==> config.mk <==
export PLATFORM = sky130hd
export DESIGN_NAME = console_frame_demux
export DESIGN_NICKNAME = d
export VERILOG_FILES = /design/src/design/cfd_pkg.sv /design/src/design/cfd_queue.sv /design/src/design/cfd_front.sv /design/src/design/cfd_back.sv /design/src/design/console_frame_demux.sv
export SDC_FILE = /design/constraint.sdc
export NUM_CORES = 1
export LEC_CHECK = 0
export CORE_ASPECT_RATIO = 1.4
export CORE_MARGIN = 4
export CORE_UTILIZATION = 64
export DETAILED_ROUTE_END_ITERATION = 6
export DONT_BUFFER_PORTS = 1
export PLACE_DENSITY = 0.85
export SLEW_MARGIN = 20
export SYNTH_ARGS = -nofsm -noshare
export SYNTH_HDL_FRONTEND = slang
export SYNTH_SLANG_ARGS = --single-unit
==> constraint.sdc <==
create_clock -name clock -period 9.2 [get_ports clock]
set_input_delay 0.92 -clock clock [delete_from_list [all_inputs] [get_ports clock]]
set_output_delay 0.92 -clock clock [all_outputs]
set_load 0.02 [all_outputs]
==> src/design/cfd_pkg.sv <==
// ----------------------------------------------------------------------------
// cfd_pkg
// Shared types, codes and constants for the console/frame stream splitter.
// ----------------------------------------------------------------------------
package cfd_pkg;

   // Input item: a received byte or a millisecond tick
   typedef struct packed {
      logic       mode;
      logic [7:0] byte_value;
   } req_type;

   // Result item
   typedef struct packed {
      logic [2:0]  kind;
      logic [7:0]  data_byte;
      logic [7:0]  frame_type;
      logic [15:0] sequence_res;
      logic [15:0] rejected_total;
      logic        last;
   } rsp_type;

   // One queue entry holds every result of one input item
   typedef struct packed {
      rsp_type first;
      rsp_type second;
      logic    pair;
   } q_entry_type;

   // Queue status from the queue to front and back parts
   typedef struct packed {
      logic full;
      logic empty;
   } q_status_type;

   typedef enum logic [2:0] {
      KIND_CHAR           = 3'd0,
      KIND_LINE_END       = 3'd1,
      KIND_FRAME_BYTE     = 3'd2,
      KIND_FRAME_END      = 3'd3,
      KIND_VERSION_REJECT = 3'd4,
      KIND_LENGTH_REJECT  = 3'd5,
      KIND_TIMEOUT        = 3'd6
   } kind_type;

   typedef enum logic [1:0] {
      PH_CONSOLE = 2'd0,
      PH_HELD_C  = 2'd1,
      PH_FRAME   = 2'd2
   } phase_type;

   typedef enum logic [7:0] {
      CSR_FRAME_TIMEOUT = 8'd0,
      CSR_PROTO_VERSION = 8'd1,
      CSR_MAX_PAYLOAD   = 8'd2,
      CSR_LINE_LIMIT    = 8'd3
   } csr_index_type;

   localparam logic [7:0]  CHAR_C   = 8'h43;
   localparam logic [7:0]  CHAR_D   = 8'h44;
   localparam logic [7:0]  CHAR_CR  = 8'h0d;
   localparam logic [7:0]  CHAR_LF  = 8'h0a;
   localparam logic [7:0]  PRINT_LO = 8'h20;
   localparam logic [7:0]  PRINT_HI = 8'h7e;

   localparam logic [15:0] RST_FRAME_TIMEOUT = 16'd2000;
   localparam logic [7:0]  RST_PROTO_VERSION = 8'd2;
   localparam logic [15:0] RST_MAX_PAYLOAD   = 16'd4096;
   localparam logic [7:0]  RST_LINE_LIMIT    = 8'd180;

   localparam int          CNT_W      = 17;
   localparam logic [16:0] HEADER_LEN = 17'd8;
   localparam logic [16:0] FRAME_OPEN_CNT = 17'd2;
   localparam int          HDR_BYTES  = 5;
   localparam int          HDR_FIRST  = 2;

   localparam int          QUEUE_DEPTH = 4;
   localparam int          QPTR_W      = $clog2(QUEUE_DEPTH);
   localparam int          QCNT_W      = $clog2(QUEUE_DEPTH + 1);

   // Outcome of one console byte
   typedef struct packed {
      logic       hit;
      logic [2:0] kind;
      logic [7:0] len;
   } cons_type;

   function automatic cons_type cons_step(input logic [7:0] b,
                                          input logic [7:0] len,
                                          input logic [7:0] limit);
      cons_type r;
      r.hit  = 1'b0;
      r.kind = KIND_CHAR;
      r.len  = len;
      if (b == CHAR_LF) begin
         r.hit  = 1'b1;
         r.kind = KIND_LINE_END;
         r.len  = 8'd0;
      end else if (b != CHAR_CR && (b inside {[PRINT_LO:PRINT_HI]}) && len < limit) begin
         r.hit  = 1'b1;
         r.kind = KIND_CHAR;
         r.len  = len + 8'd1;
      end
      return r;
   endfunction

endpackage

==> src/design/cfd_queue.sv <==
// ----------------------------------------------------------------------------
// cfd_queue
// Short queue of result entries between the classifier and the output stage.
// ----------------------------------------------------------------------------
module cfd_queue (
   input  logic                  clock,
   input  logic                  reset,
   input  logic                  push,
   input  cfd_pkg::q_entry_type  push_entry,
   input  logic                  pop,
   output cfd_pkg::q_entry_type  head_entry,
   output cfd_pkg::q_status_type status
);

   cfd_pkg::q_entry_type              entries_ff [cfd_pkg::QUEUE_DEPTH];
   logic [cfd_pkg::QPTR_W-1:0]        wr_ptr_ff, wr_ptr_in;
   logic [cfd_pkg::QPTR_W-1:0]        rd_ptr_ff, rd_ptr_in;
   logic [cfd_pkg::QCNT_W-1:0]        count_ff, count_in;

   // Advance pointers and count
   always_comb begin
      wr_ptr_in = wr_ptr_ff;
      rd_ptr_in = rd_ptr_ff;
      count_in  = count_ff;
      if (push) begin
         wr_ptr_in = (wr_ptr_ff == cfd_pkg::QPTR_W'(cfd_pkg::QUEUE_DEPTH - 1)) ?
                     '0 : wr_ptr_ff + 1'b1;
      end
      if (pop) begin
         rd_ptr_in = (rd_ptr_ff == cfd_pkg::QPTR_W'(cfd_pkg::QUEUE_DEPTH - 1)) ?
                     '0 : rd_ptr_ff + 1'b1;
      end
      if (push && !pop) begin
         count_in = count_ff + 1'b1;
      end else if (pop && !push) begin
         count_in = count_ff - 1'b1;
      end
   end

   always_ff @(posedge clock) begin
      if (reset) begin
         wr_ptr_ff <= '0;
         rd_ptr_ff <= '0;
         count_ff  <= '0;
      end else begin
         wr_ptr_ff <= wr_ptr_in;
         rd_ptr_ff <= rd_ptr_in;
         count_ff  <= count_in;
      end
   end

   // Store pushed entry
   always_ff @(posedge clock) begin
      if (push) begin
         entries_ff[wr_ptr_ff] <= push_entry;
      end
   end

   assign head_entry   = entries_ff[rd_ptr_ff];
   assign status.full  = (count_ff == cfd_pkg::QCNT_W'(cfd_pkg::QUEUE_DEPTH));
   assign status.empty = (count_ff == '0);

endmodule

==> src/design/cfd_front.sv <==
// ----------------------------------------------------------------------------
// cfd_front
// Accept items, track console/frame phase, check headers and build results.
// ----------------------------------------------------------------------------
module cfd_front (
   input  logic                 clock,
   input  logic                 reset,
   input  logic                 accept,
   input  cfd_pkg::req_type     req,
   input  logic                 csr_write,
   input  logic [7:0]           csr_index,
   input  logic [15:0]          csr_data,
   output logic                 push,
   output cfd_pkg::q_entry_type push_entry
);

   // Configuration registers
   logic [15:0] timeout_cfg_ff;
   logic [7:0]  version_cfg_ff;
   logic [15:0] max_payload_cfg_ff;
   logic [7:0]  line_limit_cfg_ff;

   // Stream state
   cfd_pkg::phase_type          phase_ff, phase_in;
   logic [7:0]                  line_len_ff, line_len_in;
   logic [cfd_pkg::CNT_W-1:0]   frame_cnt_ff, frame_cnt_in;
   logic [cfd_pkg::CNT_W-1:0]   exp_len_ff, exp_len_in;
   logic [15:0]                 tmo_cnt_ff, tmo_cnt_in;
   logic [15:0]                 rej_cnt_ff, rej_cnt_in;
   logic [7:0]                  hdr_ff [cfd_pkg::HDR_BYTES];

   // Classification
   logic                        is_tick;
   logic [7:0]                  b;
   logic [15:0]                 tmo_inc;
   logic [15:0]                 payload;
   logic [cfd_pkg::CNT_W-1:0]   cnt_next;
   logic [cfd_pkg::CNT_W-1:0]   exp_eff;
   logic                        ev_timeout, ev_hold, ev_open, ev_replay, ev_cons;
   logic                        in_frame, hdr_done, ev_ver, ev_len, ev_done;
   logic                        ev_reject, ev_exit;
   cfd_pkg::cons_type           c1, c2;
   cfd_pkg::rsp_type            res0, res1;
   logic [1:0]                  n_res;

   // Write configuration
   always_ff @(posedge clock) begin
      if (reset) begin
         timeout_cfg_ff     <= cfd_pkg::RST_FRAME_TIMEOUT;
         version_cfg_ff     <= cfd_pkg::RST_PROTO_VERSION;
         max_payload_cfg_ff <= cfd_pkg::RST_MAX_PAYLOAD;
         line_limit_cfg_ff  <= cfd_pkg::RST_LINE_LIMIT;
      end else if (csr_write) begin
         case (csr_index)
            cfd_pkg::CSR_FRAME_TIMEOUT: timeout_cfg_ff     <= csr_data;
            cfd_pkg::CSR_PROTO_VERSION: version_cfg_ff     <= csr_data[7:0];
            cfd_pkg::CSR_MAX_PAYLOAD:   max_payload_cfg_ff <= csr_data;
            cfd_pkg::CSR_LINE_LIMIT:    line_limit_cfg_ff  <= csr_data[7:0];
            default: ;
         endcase
      end
   end

   // Classify the item
   always_comb begin
      is_tick  = req.mode;
      b        = req.byte_value;
      tmo_inc  = (tmo_cnt_ff == '1) ? tmo_cnt_ff : tmo_cnt_ff + 16'd1;
      payload  = {b, hdr_ff[4]};
      cnt_next = frame_cnt_ff + 1'b1;

      ev_timeout = is_tick && (phase_ff != cfd_pkg::PH_CONSOLE) &&
                   (tmo_inc >= timeout_cfg_ff);
      ev_hold    = !is_tick && (phase_ff == cfd_pkg::PH_CONSOLE) &&
                   (line_len_ff == 8'd0) && (b == cfd_pkg::CHAR_C);
      ev_cons    = !is_tick && (phase_ff == cfd_pkg::PH_CONSOLE) && !ev_hold;
      ev_open    = !is_tick && (phase_ff == cfd_pkg::PH_HELD_C) && (b == cfd_pkg::CHAR_D);
      ev_replay  = !is_tick && (phase_ff == cfd_pkg::PH_HELD_C) && (b != cfd_pkg::CHAR_D);
      in_frame   = !is_tick && (phase_ff == cfd_pkg::PH_FRAME);

      hdr_done = in_frame && (cnt_next == cfd_pkg::HEADER_LEN);
      ev_ver   = hdr_done && (hdr_ff[0] != version_cfg_ff);
      ev_len   = hdr_done && !ev_ver && (payload > max_payload_cfg_ff);
      exp_eff  = hdr_done ? cfd_pkg::HEADER_LEN + {1'b0, payload} : exp_len_ff;
      ev_done  = in_frame && !ev_ver && !ev_len && (exp_eff != '0) &&
                 (cnt_next == exp_eff);

      ev_reject = ev_timeout || ev_ver || ev_len;
      ev_exit   = ev_reject || ev_done;

      // Held 'C' is replayed first, then the new byte
      c1 = cfd_pkg::cons_step(ev_replay ? cfd_pkg::CHAR_C : b, line_len_ff,
                              line_limit_cfg_ff);
      c2 = cfd_pkg::cons_step(b, c1.len, line_limit_cfg_ff);
   end

   // Next phase
   always_comb begin
      phase_in = phase_ff;
      if (accept) begin
         if (ev_exit || ev_replay) begin
            phase_in = cfd_pkg::PH_CONSOLE;
         end else if (ev_hold) begin
            phase_in = cfd_pkg::PH_HELD_C;
         end else if (ev_open) begin
            phase_in = cfd_pkg::PH_FRAME;
         end
      end
   end

   // Counters and results
   always_comb begin
      line_len_in  = line_len_ff;
      frame_cnt_in = frame_cnt_ff;
      exp_len_in   = exp_len_ff;
      tmo_cnt_in   = tmo_cnt_ff;
      rej_cnt_in   = rej_cnt_ff;
      res0         = '0;
      res1         = '0;
      n_res        = 2'd0;

      if (ev_reject && rej_cnt_ff != '1) begin
         rej_cnt_in = rej_cnt_ff + 16'd1;
      end
      if (ev_cons) begin
         line_len_in = c1.len;
      end else if (ev_replay) begin
         line_len_in = c2.len;
      end
      if (ev_hold) begin
         tmo_cnt_in = '0;
      end else if (is_tick && phase_ff != cfd_pkg::PH_CONSOLE) begin
         tmo_cnt_in = tmo_inc;
      end
      if (ev_exit || ev_open) begin
         exp_len_in = '0;
      end else if (hdr_done) begin
         exp_len_in = exp_eff;
      end
      if (ev_exit) begin
         frame_cnt_in = '0;
      end else if (ev_open) begin
         frame_cnt_in = cfd_pkg::FRAME_OPEN_CNT;
      end else if (in_frame) begin
         frame_cnt_in = cnt_next;
      end

      // Build result items
      if (ev_timeout) begin
         res0.kind = cfd_pkg::KIND_TIMEOUT;
         n_res     = 2'd1;
      end else if (ev_ver) begin
         res0.kind = cfd_pkg::KIND_VERSION_REJECT;
         n_res     = 2'd1;
      end else if (ev_len) begin
         res0.kind         = cfd_pkg::KIND_LENGTH_REJECT;
         res0.frame_type   = hdr_ff[1];
         res0.sequence_res = {hdr_ff[3], hdr_ff[2]};
         n_res             = 2'd1;
      end else if (in_frame) begin
         res0.kind      = ev_done ? cfd_pkg::KIND_FRAME_END : cfd_pkg::KIND_FRAME_BYTE;
         res0.data_byte = b;
         n_res          = 2'd1;
      end else if (ev_open) begin
         res0.kind      = cfd_pkg::KIND_FRAME_BYTE;
         res0.data_byte = cfd_pkg::CHAR_C;
         res1.kind      = cfd_pkg::KIND_FRAME_BYTE;
         res1.data_byte = cfd_pkg::CHAR_D;
         n_res          = 2'd2;
      end else if (ev_cons && c1.hit) begin
         res0.kind      = c1.kind;
         res0.data_byte = (c1.kind == cfd_pkg::KIND_CHAR) ? b : 8'd0;
         n_res          = 2'd1;
      end else if (ev_replay) begin
         if (c1.hit) begin
            res0.kind      = c1.kind;
            res0.data_byte = cfd_pkg::CHAR_C;
            n_res          = 2'd1;
            if (c2.hit) begin
               res1.kind      = c2.kind;
               res1.data_byte = (c2.kind == cfd_pkg::KIND_CHAR) ? b : 8'd0;
               n_res          = 2'd2;
            end
         end else if (c2.hit) begin
            res0.kind      = c2.kind;
            res0.data_byte = (c2.kind == cfd_pkg::KIND_CHAR) ? b : 8'd0;
            n_res          = 2'd1;
         end
      end

      res0.rejected_total = rej_cnt_in;
      res1.rejected_total = rej_cnt_in;
      res0.last           = (n_res != 2'd2);
      res1.last           = 1'b1;
   end

   assign push              = accept && (n_res != 2'd0);
   assign push_entry.first  = res0;
   assign push_entry.second = res1;
   assign push_entry.pair   = (n_res == 2'd2);

   always_ff @(posedge clock) begin
      if (reset) begin
         phase_ff     <= cfd_pkg::PH_CONSOLE;
         line_len_ff  <= '0;
         frame_cnt_ff <= '0;
         exp_len_ff   <= '0;
         tmo_cnt_ff   <= '0;
         rej_cnt_ff   <= '0;
      end else begin
         phase_ff <= phase_in;
         if (accept) begin
            line_len_ff  <= line_len_in;
            frame_cnt_ff <= frame_cnt_in;
            exp_len_ff   <= exp_len_in;
            tmo_cnt_ff   <= tmo_cnt_in;
            rej_cnt_ff   <= rej_cnt_in;
         end
      end
   end

   // Capture header bytes 2 to 6
   always_ff @(posedge clock) begin
      for (int i = 0; i < cfd_pkg::HDR_BYTES; i++) begin
         if (accept && in_frame &&
             frame_cnt_ff == cfd_pkg::CNT_W'(i + cfd_pkg::HDR_FIRST)) begin
            hdr_ff[i] <= b;
         end
      end
   end

endmodule

==> src/design/cfd_back.sv <==
// ----------------------------------------------------------------------------
// cfd_back
// Present queued results one item at a time and release finished entries.
// ----------------------------------------------------------------------------
module cfd_back (
   input  logic                  clock,
   input  logic                  reset,
   input  cfd_pkg::q_entry_type  head_entry,
   input  cfd_pkg::q_status_type status,
   output logic                  pop,
   output logic                  rsp_valid,
   input  logic                  rsp_stall,
   output cfd_pkg::rsp_type      rsp_data
);

   logic sel_ff, sel_in;
   logic take;

   // Select the current result of the head entry
   assign rsp_valid = !status.empty;
   assign rsp_data  = sel_ff ? head_entry.second : head_entry.first;
   assign take      = rsp_valid && !rsp_stall;
   assign pop       = take && (sel_ff || !head_entry.pair);

   // Advance to the second result, back to the first after the last
   always_comb begin
      sel_in = sel_ff;
      if (take) begin
         sel_in = !sel_ff && head_entry.pair;
      end
   end

   always_ff @(posedge clock) begin
      if (reset) begin
         sel_ff <= 1'b0;
      end else begin
         sel_ff <= sel_in;
      end
   end

endmodule

==> src/design/console_frame_demux.sv <==
// ----------------------------------------------------------------------------
// console_frame_demux
// Split a serial byte stream into console text and checked binary frames.
//
//   channel  direction  handshake            payload
//   req      in         req_valid/req_stall  req_data  (mode, byte_value)
//   rsp      out        rsp_valid/rsp_stall  rsp_data  (kind ... last)
//   csr      in         csr_valid/csr_ready  csr_index, csr_data
//
// The front takes one item per cycle while the queue is not full; its state
// update finishes in that cycle. An item's results leave one at a time; a
// four-entry queue between classifier and output absorbs that and any output
// stall. req_stall rises only when the queue is full. csr_ready stays high.
// Reset is synchronous; it restores all but queue entries and header bytes.
// ----------------------------------------------------------------------------
module console_frame_demux (
   input  logic              clock,
   input  logic              reset,
   input  logic              req_valid,
   output logic              req_stall,
   input  cfd_pkg::req_type  req_data,
   output logic              rsp_valid,
   input  logic              rsp_stall,
   output cfd_pkg::rsp_type  rsp_data,
   input  logic              csr_valid,
   output logic              csr_ready,
   input  logic [7:0]        csr_index,
   input  logic [15:0]       csr_data
);

   cfd_pkg::q_status_type q_status;
   cfd_pkg::q_entry_type  push_entry;
   cfd_pkg::q_entry_type  head_entry;
   logic                  push;
   logic                  pop;
   logic                  req_accept;

   assign req_stall  = q_status.full;
   assign req_accept = req_valid && !req_stall;
   assign csr_ready  = 1'b1;

   cfd_front u_front (
      .clock      (clock),
      .reset      (reset),
      .accept     (req_accept),
      .req        (req_data),
      .csr_write  (csr_valid && csr_ready),
      .csr_index  (csr_index),
      .csr_data   (csr_data),
      .push       (push),
      .push_entry (push_entry)
   );

   cfd_queue u_queue (
      .clock      (clock),
      .reset      (reset),
      .push       (push),
      .push_entry (push_entry),
      .pop        (pop),
      .head_entry (head_entry),
      .status     (q_status)
   );

   cfd_back u_back (
      .clock      (clock),
      .reset      (reset),
      .head_entry (head_entry),
      .status     (q_status),
      .pop        (pop),
      .rsp_valid  (rsp_valid),
      .rsp_stall  (rsp_stall),
      .rsp_data   (rsp_data)
   );

endmodule
==> flow_metrics.py, run 1 <==
metrics = {
    "cts": {
        "cts_buffers": 40,
        "cts_buffer_depth": 3,
        "cts_resized": 0,
        "clkLatencyLatePin_ps": 560,
        "cts_tree": "done",
        "cts_root_buffer": "clkbuf_16",
        "ctsHtreeMaxLevel": 2,
        "clock-sinks": 426,
        "post_cts_buffers": 0,
        "cts_hold_buf": 0,
        "clkTransAtPathRegs_ps": 60,
    },
    "worst_setup_path": {
        "crit_arrival_ps": 7010,
        "cp_max_fo": 40,
        "crit_path_end_kind": "register",
        "path_class": "register to register",
        "worstSetupStartpointType": "register",
        "r2r_cells": 20,
        "worstPathRequired_ps": 9410,
        "ff2ff_setup_slack_ps": 2400,
    },
    "synth": {
        "synth.top_cell.area_share": 0.436,
        "ys_seq_area_frac": 0.569,
        "netlist_area_mm2": 0.0201,
        "yosys-top-cells-area": "edfxtp_1, dfxtp_1, mux4_2, ha_1, nand2_1",
        "synth_edf_count": 292,
        "yosysWarnings": 0,
        "syn_inst": 1681,
        "synth-main-ff-cell": "edfxtp_1",
        "syn_area_per_cell_um2": 12.0,
        "synth_seq_cells": 426,
        "synth.distinct_cells": 78,
        "synth_top_cell_by_area": "edfxtp_1",
        "synthArstFlopShare": 0,
    },
    "placement": {
        "placed_cells": 2006,
        "hpwl_um": 32200,
        "port_buffers": 0,
        "gp_congestion": 0.968,
        "dpl-instance-area_mm2": 0.0204,
    },
    "job": {
        "maxCapViolCount": 0,
    },
    "floorplanning": {
        "die_area_mm2": 0.0344,
        "rows": 76,
        "initial_core_util": 0.651,
        "die_w_um": 158,
        "ioPinCount": 93,
        "die_y_um": 218,
        "floorplan.core_area_mm2": 0.0309,
    },
    "min_path": {
        "min_path_type": "primary input to register",
        "worstHoldPathCells": 1,
    },
    "global_route": {
        "grtUsageMet2": 0.493,
        "grt_pass1_vias": 13447,
        "busiest_layer": "met2",
        "grtUsageMet1": 0.340,
        "antenna_found_initial": 0,
        "gr-usage-all-layers": 0.278,
        "grt_max_degree": 84,
        "grt_use_met3": 0.0467,
        "overflow": 0,
        "grt_first_pass_wirelength_um": 74200,
    },
    "power_and_ir_drop": {
        "power_density_mw_per_mm2": 191,
        "p_leak_nw": 7.50,
        "irDropWorstVdd_mv": 0.196,
    },
    "run_status": {
        "status": "completed",
    },
    "timing": {
        "finalSetupViolations": 0,
        "fin_crit_ps": 6800,
        "fin_skew_ps": 24.3,
        "final-hold-violation-count": 0,
        "setup_tns_ps": 0,
        "worstMarginPinSlew_ps": 1040,
        "whs_ps": 428,
        "rsz0062_at_grt": "no",
        "max_freq_mhz": 147,
        "drv_slew": 0,
        "post-route-period-util": 0.739,
        "slew_headroom": 0.304,
    },
    "route": {
        "totalWireLength_um": 47700,
        "viasPerCell": 6.49,
        "route.detailed.drc": 0,
        "drt_iter0_drc": 1132,
        "wl_per_cell_um": 22.9,
        "ant_nets": 0,
        "via_count": 13491,
        "first_pass_iters": 5,
    },
    "cells_and_area": {
        "layout.nets": 1761,
        "design_area_mm2": 0.0218,
        "layout-drive-gt1-share": 0.111,
        "syn2layout_area_growth_pct": 8.44,
        "num_antenna_cells": 0,
        "fin_cells": 2080,
        "fillCellCount": 2015,
        "final_core_util": 0.706,
        "final_cell_mix": "edfxtp_1, nand2_1, dfxtp_1",
        "final_common_cell": "edfxtp_1",
    },
}
[cell usage after synthesis (11+ instances only)]
cell      number
a22o_1        11
mux4_2        63
clkbuf_1      62
o211ai_1      18
ha_1          64
nand2b_1      12
inv_1         63
nor2_1       109
dfxtp_1      134
nor4_1        17
mux2_2        15
xor2_1        38
and3_1        23
nand3_1       52
o21ai_1       11
edfxtp_1     292
or3_1         17
nand2_1      191
nand4_1       31
o21ai_0       39
a21o_1        21
and2_1        66
nor3_1        30
o41ai_1       11
xnor2_1       55
a21oi_1       77
[flip-flops by register name (all words and copies together), names as in the netlist, named ones only]
name                        count
u_queue.entries_ff            252
u_front.tmo_cnt_ff             16
u_front.timeout_cfg_ff         16
u_front.hdr_ff                 40
u_back.sel_ff                   1
u_front.line_limit_cfg_ff       8
u_front.phase_ff                2
u_front.version_cfg_ff          8
u_queue.rd_ptr_ff               2
u_front.frame_cnt_ff           17
u_queue.count_ff                3
u_front.exp_len_ff             17
u_front.rej_cnt_ff             16
u_queue.wr_ptr_ff               2
u_front.line_len_ff             8
u_front.max_payload_cfg_ff     16
[kinds of logic (layout without fill, tap and decap cells)]
logic type	Yosys count	in the layout	share of synthesized area
AO/OA/AOI/OAI	253	253	0.0840
AND/OR/NAND/NOR	609	609	0.152
adder cells (fa/ha/maj)	65	65	0.0408
flip-flops	426	426	0.569
buffers and inverters	144	150	0.0280
XOR/XNOR	94	94	0.0416
other	2	5	0.000373
multiplexers	88	88	0.0839
[path summary, 6_finish.rpt]
path,from,endpoint
worst max register to register,u_front.phase_ff[0],u_queue.entries_ff[2][67]
worst min register to register,u_front.max_payload_cfg_ff[2],u_front.max_payload_cfg_ff[2]
worst min-delay path,reset,u_front.max_payload_cfg_ff[0]
worst max-delay path,u_front.phase_ff[0],u_queue.entries_ff[2][67]
[worst max-delay path, cell delays in order, from the launching register on]
cell       delay (ps)
dfxtp_1           420
or3b_2            460
nor2_1            370
o21a_1            280
o2111ai_1         270
or3_1             410
a21oi_1           250
ha_1              180
a21oi_1            60
nor2b_1           100
o21ai_0            90
nand2_1            80
nor2_1             60
o311a_1           150
nor3_1            620
inv_1             180
ha_1              340
o21ai_0            70
a31oi_1           590
and2_2            970
buf_4             470
[cell type report]
type	instances	area, um^2	share of cell area
Sequential cell	426	11500	0.525
Clock inverter	26	278	0.0127
Inverter	65	244	0.0112
Multi-Input combinational cell	1114	8160	0.374
Clock buffer	48	1120	0.0511
Tap cell	390	488	0.0224
Timing Repair Buffer	11	82.6	0.00378
[report_power, final]
part	switching [mW]	internal [mW]
sequential	0.0283	2.05
clock	0.717	1.01
combinational	0.211	0.137
total	0.957	3.20
[metal layers]
| metal | vias up | part of all wire | routed length (um) |
|---|---|---|---|
| met5 | - | 0 | 0 |
| met4 | 0 | 0.040 | 1920 |
| met3 | 127 | 0.064 | 3060 |
| met2 | 563 | 0.52 | 24900 |
| met1 | 6632 | 0.37 | 17800 |
| li1 | 6169 | - | - |
[metrics by stage]
stage / power, mW / setup slack, ps
2_1_floorplan: 2.41 / 2530
3_3_place_gp: 2.47 / 2100
3_5_place_dp: 2.48 / 1940
4_1_cts: 4.18 / 2390
5_1_grt: 4.29 / 1860
6_report: 4.16 / 2400
(Power assumes the default switching activity.)
==> run 2, diff against run 1 <==
Settings changed: CORE_UTILIZATION 64 to 58, PLACE_DENSITY 0.85 to 0.81.
Clock period 9.2 ns to 5.75 ns, I/O delays scaled along.
==> run 2 against run 1 <==
Compared with the run above:
- wire length fell by 1.1%
- design area grew 1.3%
- die area increased by 9.9%
- clock power up 54%
- register-to-register slack worse by 2100 ps
- worst setup slack worse by 2100 ps
- sequential share of layout area down 0.69 points
- non-clock buffer count up 30
- largest power group unchanged
==> flow_metrics.py, run 2 (synthesis results as in run 1) <==
metrics = {
    "placement": {
        "hpwl_um": 31600,
        "dpl-instance-area_mm2": 0.0207,
        "gp_congestion": 0.921,
        "port_buffers": 0,
    },
    "cts": {
        "clkTransAtPathRegs_ps": 60,
        "cts_tree": "done",
        "cts_root_buffer": "clkbuf_16",
        "cts_buffers": 39,
        "clkLatencyLatePin_ps": 540,
        "ctsHtreeMaxLevel": 2,
        "cts_buffer_depth": 3,
        "clock-sinks": 426,
    },
    "global_route": {
        "overflow": 0,
        "grt_first_pass_wirelength_um": 73500,
        "gr-usage-all-layers": 0.247,
        "grt_pass1_vias": 13600,
        "antenna_found_initial": 0,
        "grt_max_degree": 84,
    },
    "cells_and_area": {
        "fillCellCount": 2472,
        "largest_register_ffs": 252,
        "layout-drive-gt1-share": 0.126,
        "final_cell_mix": "edfxtp_1, nand2_1, dfxtp_1",
        "regMostFlops": "u_queue.entries_ff",
        "regArea_mm2": 0.0115,
        "final_common_cell": "edfxtp_1",
        "largest_registers": "u_queue.entries_ff x252, u_front.hdr_ff x40",
        "multiInputGateArea_mm2": 0.00817,
        "layout.nets": 1790,
        "syn2layout_area_growth_pct": 9.88,
        "design_area_mm2": 0.0221,
        "num_antenna_cells": 0,
        "final_core_util": 0.648,
    },
    "timing": {
        "drv_slew": 0,
        "finalSetupViolations": 0,
        "worstMarginPinSlew_ps": 1090,
        "fin_crit_ps": 5430,
        "fin_skew_ps": 14.2,
        "max_freq_mhz": 184,
        "post-route-period-util": 0.944,
        "slew_headroom": 0.273,
        "final-hold-violation-count": 0,
    },
    "route": {
        "drt_iter0_drc": 1154,
        "route.detailed.drc": 0,
        "via_count": 13514,
        "ant_nets": 0,
        "viasPerCell": 6.23,
        "totalWireLength_um": 47100,
        "first_pass_iters": 6,
        "wl_per_cell_um": 21.7,
    },
    "worst_setup_path": {
        "critical-path-top-delay-family": "compound AO/OA/AOI/OAI gates",
        "worstSetupStartpointType": "register",
        "cp_max_fo": 6,
        "crit_arrival_ps": 5900,
        "path_class": "register to register",
        "cpPeakStageDelay_ps": 420,
        "worstPathRequired_ps": 6220,
        "crit_path_end_kind": "register",
        "cpMaxStageDelayCell": "or3_1",
        "path_buf_inv": 3,
    },
    "min_path": {
        "min_path_type": "primary input to register",
    },
    "floorplanning": {
        "initial_core_util": 0.590,
        "floorplan.core_area_mm2": 0.0341,
        "ioPinCount": 93,
        "rows": 80,
        "die_y_um": 228,
        "die_w_um": 165,
        "die_area_mm2": 0.0378,
    },
    "run_status": {
        "status": "completed",
    },
    "power_and_ir_drop": {
        "p_leak_nw": 7.64,
        "power_density_mw_per_mm2": 297,
        "irDropWorstVdd_mv": 0.227,
    },
    "job": {
        "maxCapViolCount": 0,
    },
}
[run 2: cell count changes in the layout (fill, tap and decap cells not counted), moves of 3 or more]
cell | previous run | this run
buf_12 | 0 | 3
clkbuf_8 | 0 | 7
clkbuf_16 | 44 | 40
clkinv_2 | 10 | 6
buf_4 | 11 | 38
clkinvlp_4 | 5 | 2
[run 2: report_power, final]
part           switching [mW]  total (mW)  internal (mW)
logic                   0.350       0.574          0.223
registers              0.0344        3.32           3.28
clock network            1.12        2.67           1.55
[run 2: cell type report]
cell class                      instances  share of cell area
Multi-Input combinational cell       1114               0.369
Sequential cell                       426               0.518
Timing Repair Buffer                   41              0.0156
Inverter                               65              0.0110
Clock inverter                         19              0.0101
Clock buffer                           52              0.0505
Tap cell                              451              0.0255
[run 2: worst register-to-register path, delay by kind of cell, from the launching register on]
family          cells  cell delay [ps]
flops               1              310
simple gates        6             1100
xor+xnor            1              180
fa+ha+maj           5             1340
compound gates     12             2190
buf+inv             3              240
[run 2: layer usage]
layer,up-vias,GRT usage,wire (um),part of all wire
li1,6227,-,-,-
met1,6671,0.305,17900,0.38
met2,520,0.435,24500,0.52
met3,96,0.0397,3070,0.065
met4,0,0.0887,1650,0.035
met5,-,0,0,0
[run 2: what timing repair did]
item / 4_1_cts / 5_1_grt
pin swaps: 0 / 1
resized for setup: 1 / 4
endpoints found under the setup margin: 1 / 20
buffers inserted: 0 / 1
hold buffers: 0 / 0
[run 2: final timing paths]
check	from	endpoint	slack [ps]	cells after the start
setup / recovery	u_front.line_limit_cfg_ff[5]	u_queue.count_ff[2]	320	27
hold / removal	reset	u_front.max_payload_cfg_ff[8]	110	1
setup reg to reg	u_front.line_limit_cfg_ff[5]	u_queue.count_ff[2]	320	27
hold reg to reg	u_front.max_payload_cfg_ff[15]	u_front.max_payload_cfg_ff[15]	450	2
[run 2: per-stage QoR]
step / cells / TNS (ps) / worst slack [ps] / total power [mW] / hold slack (ps)
floorplan: 1684 / 0 / 91.1 / 3.85 / 432
global placement: 2096 / 0 / 114 / 3.95 / 433
detailed placement: 2096 / -19.6 / -19.6 / 3.96 / 441
CTS: 2167 / 0 / 211 / 6.61 / 91.6
global route: 2168 / -23.7 / -23.7 / 6.79 / 95.3
finish: 2168 / 0 / 320 / 6.56 / 113
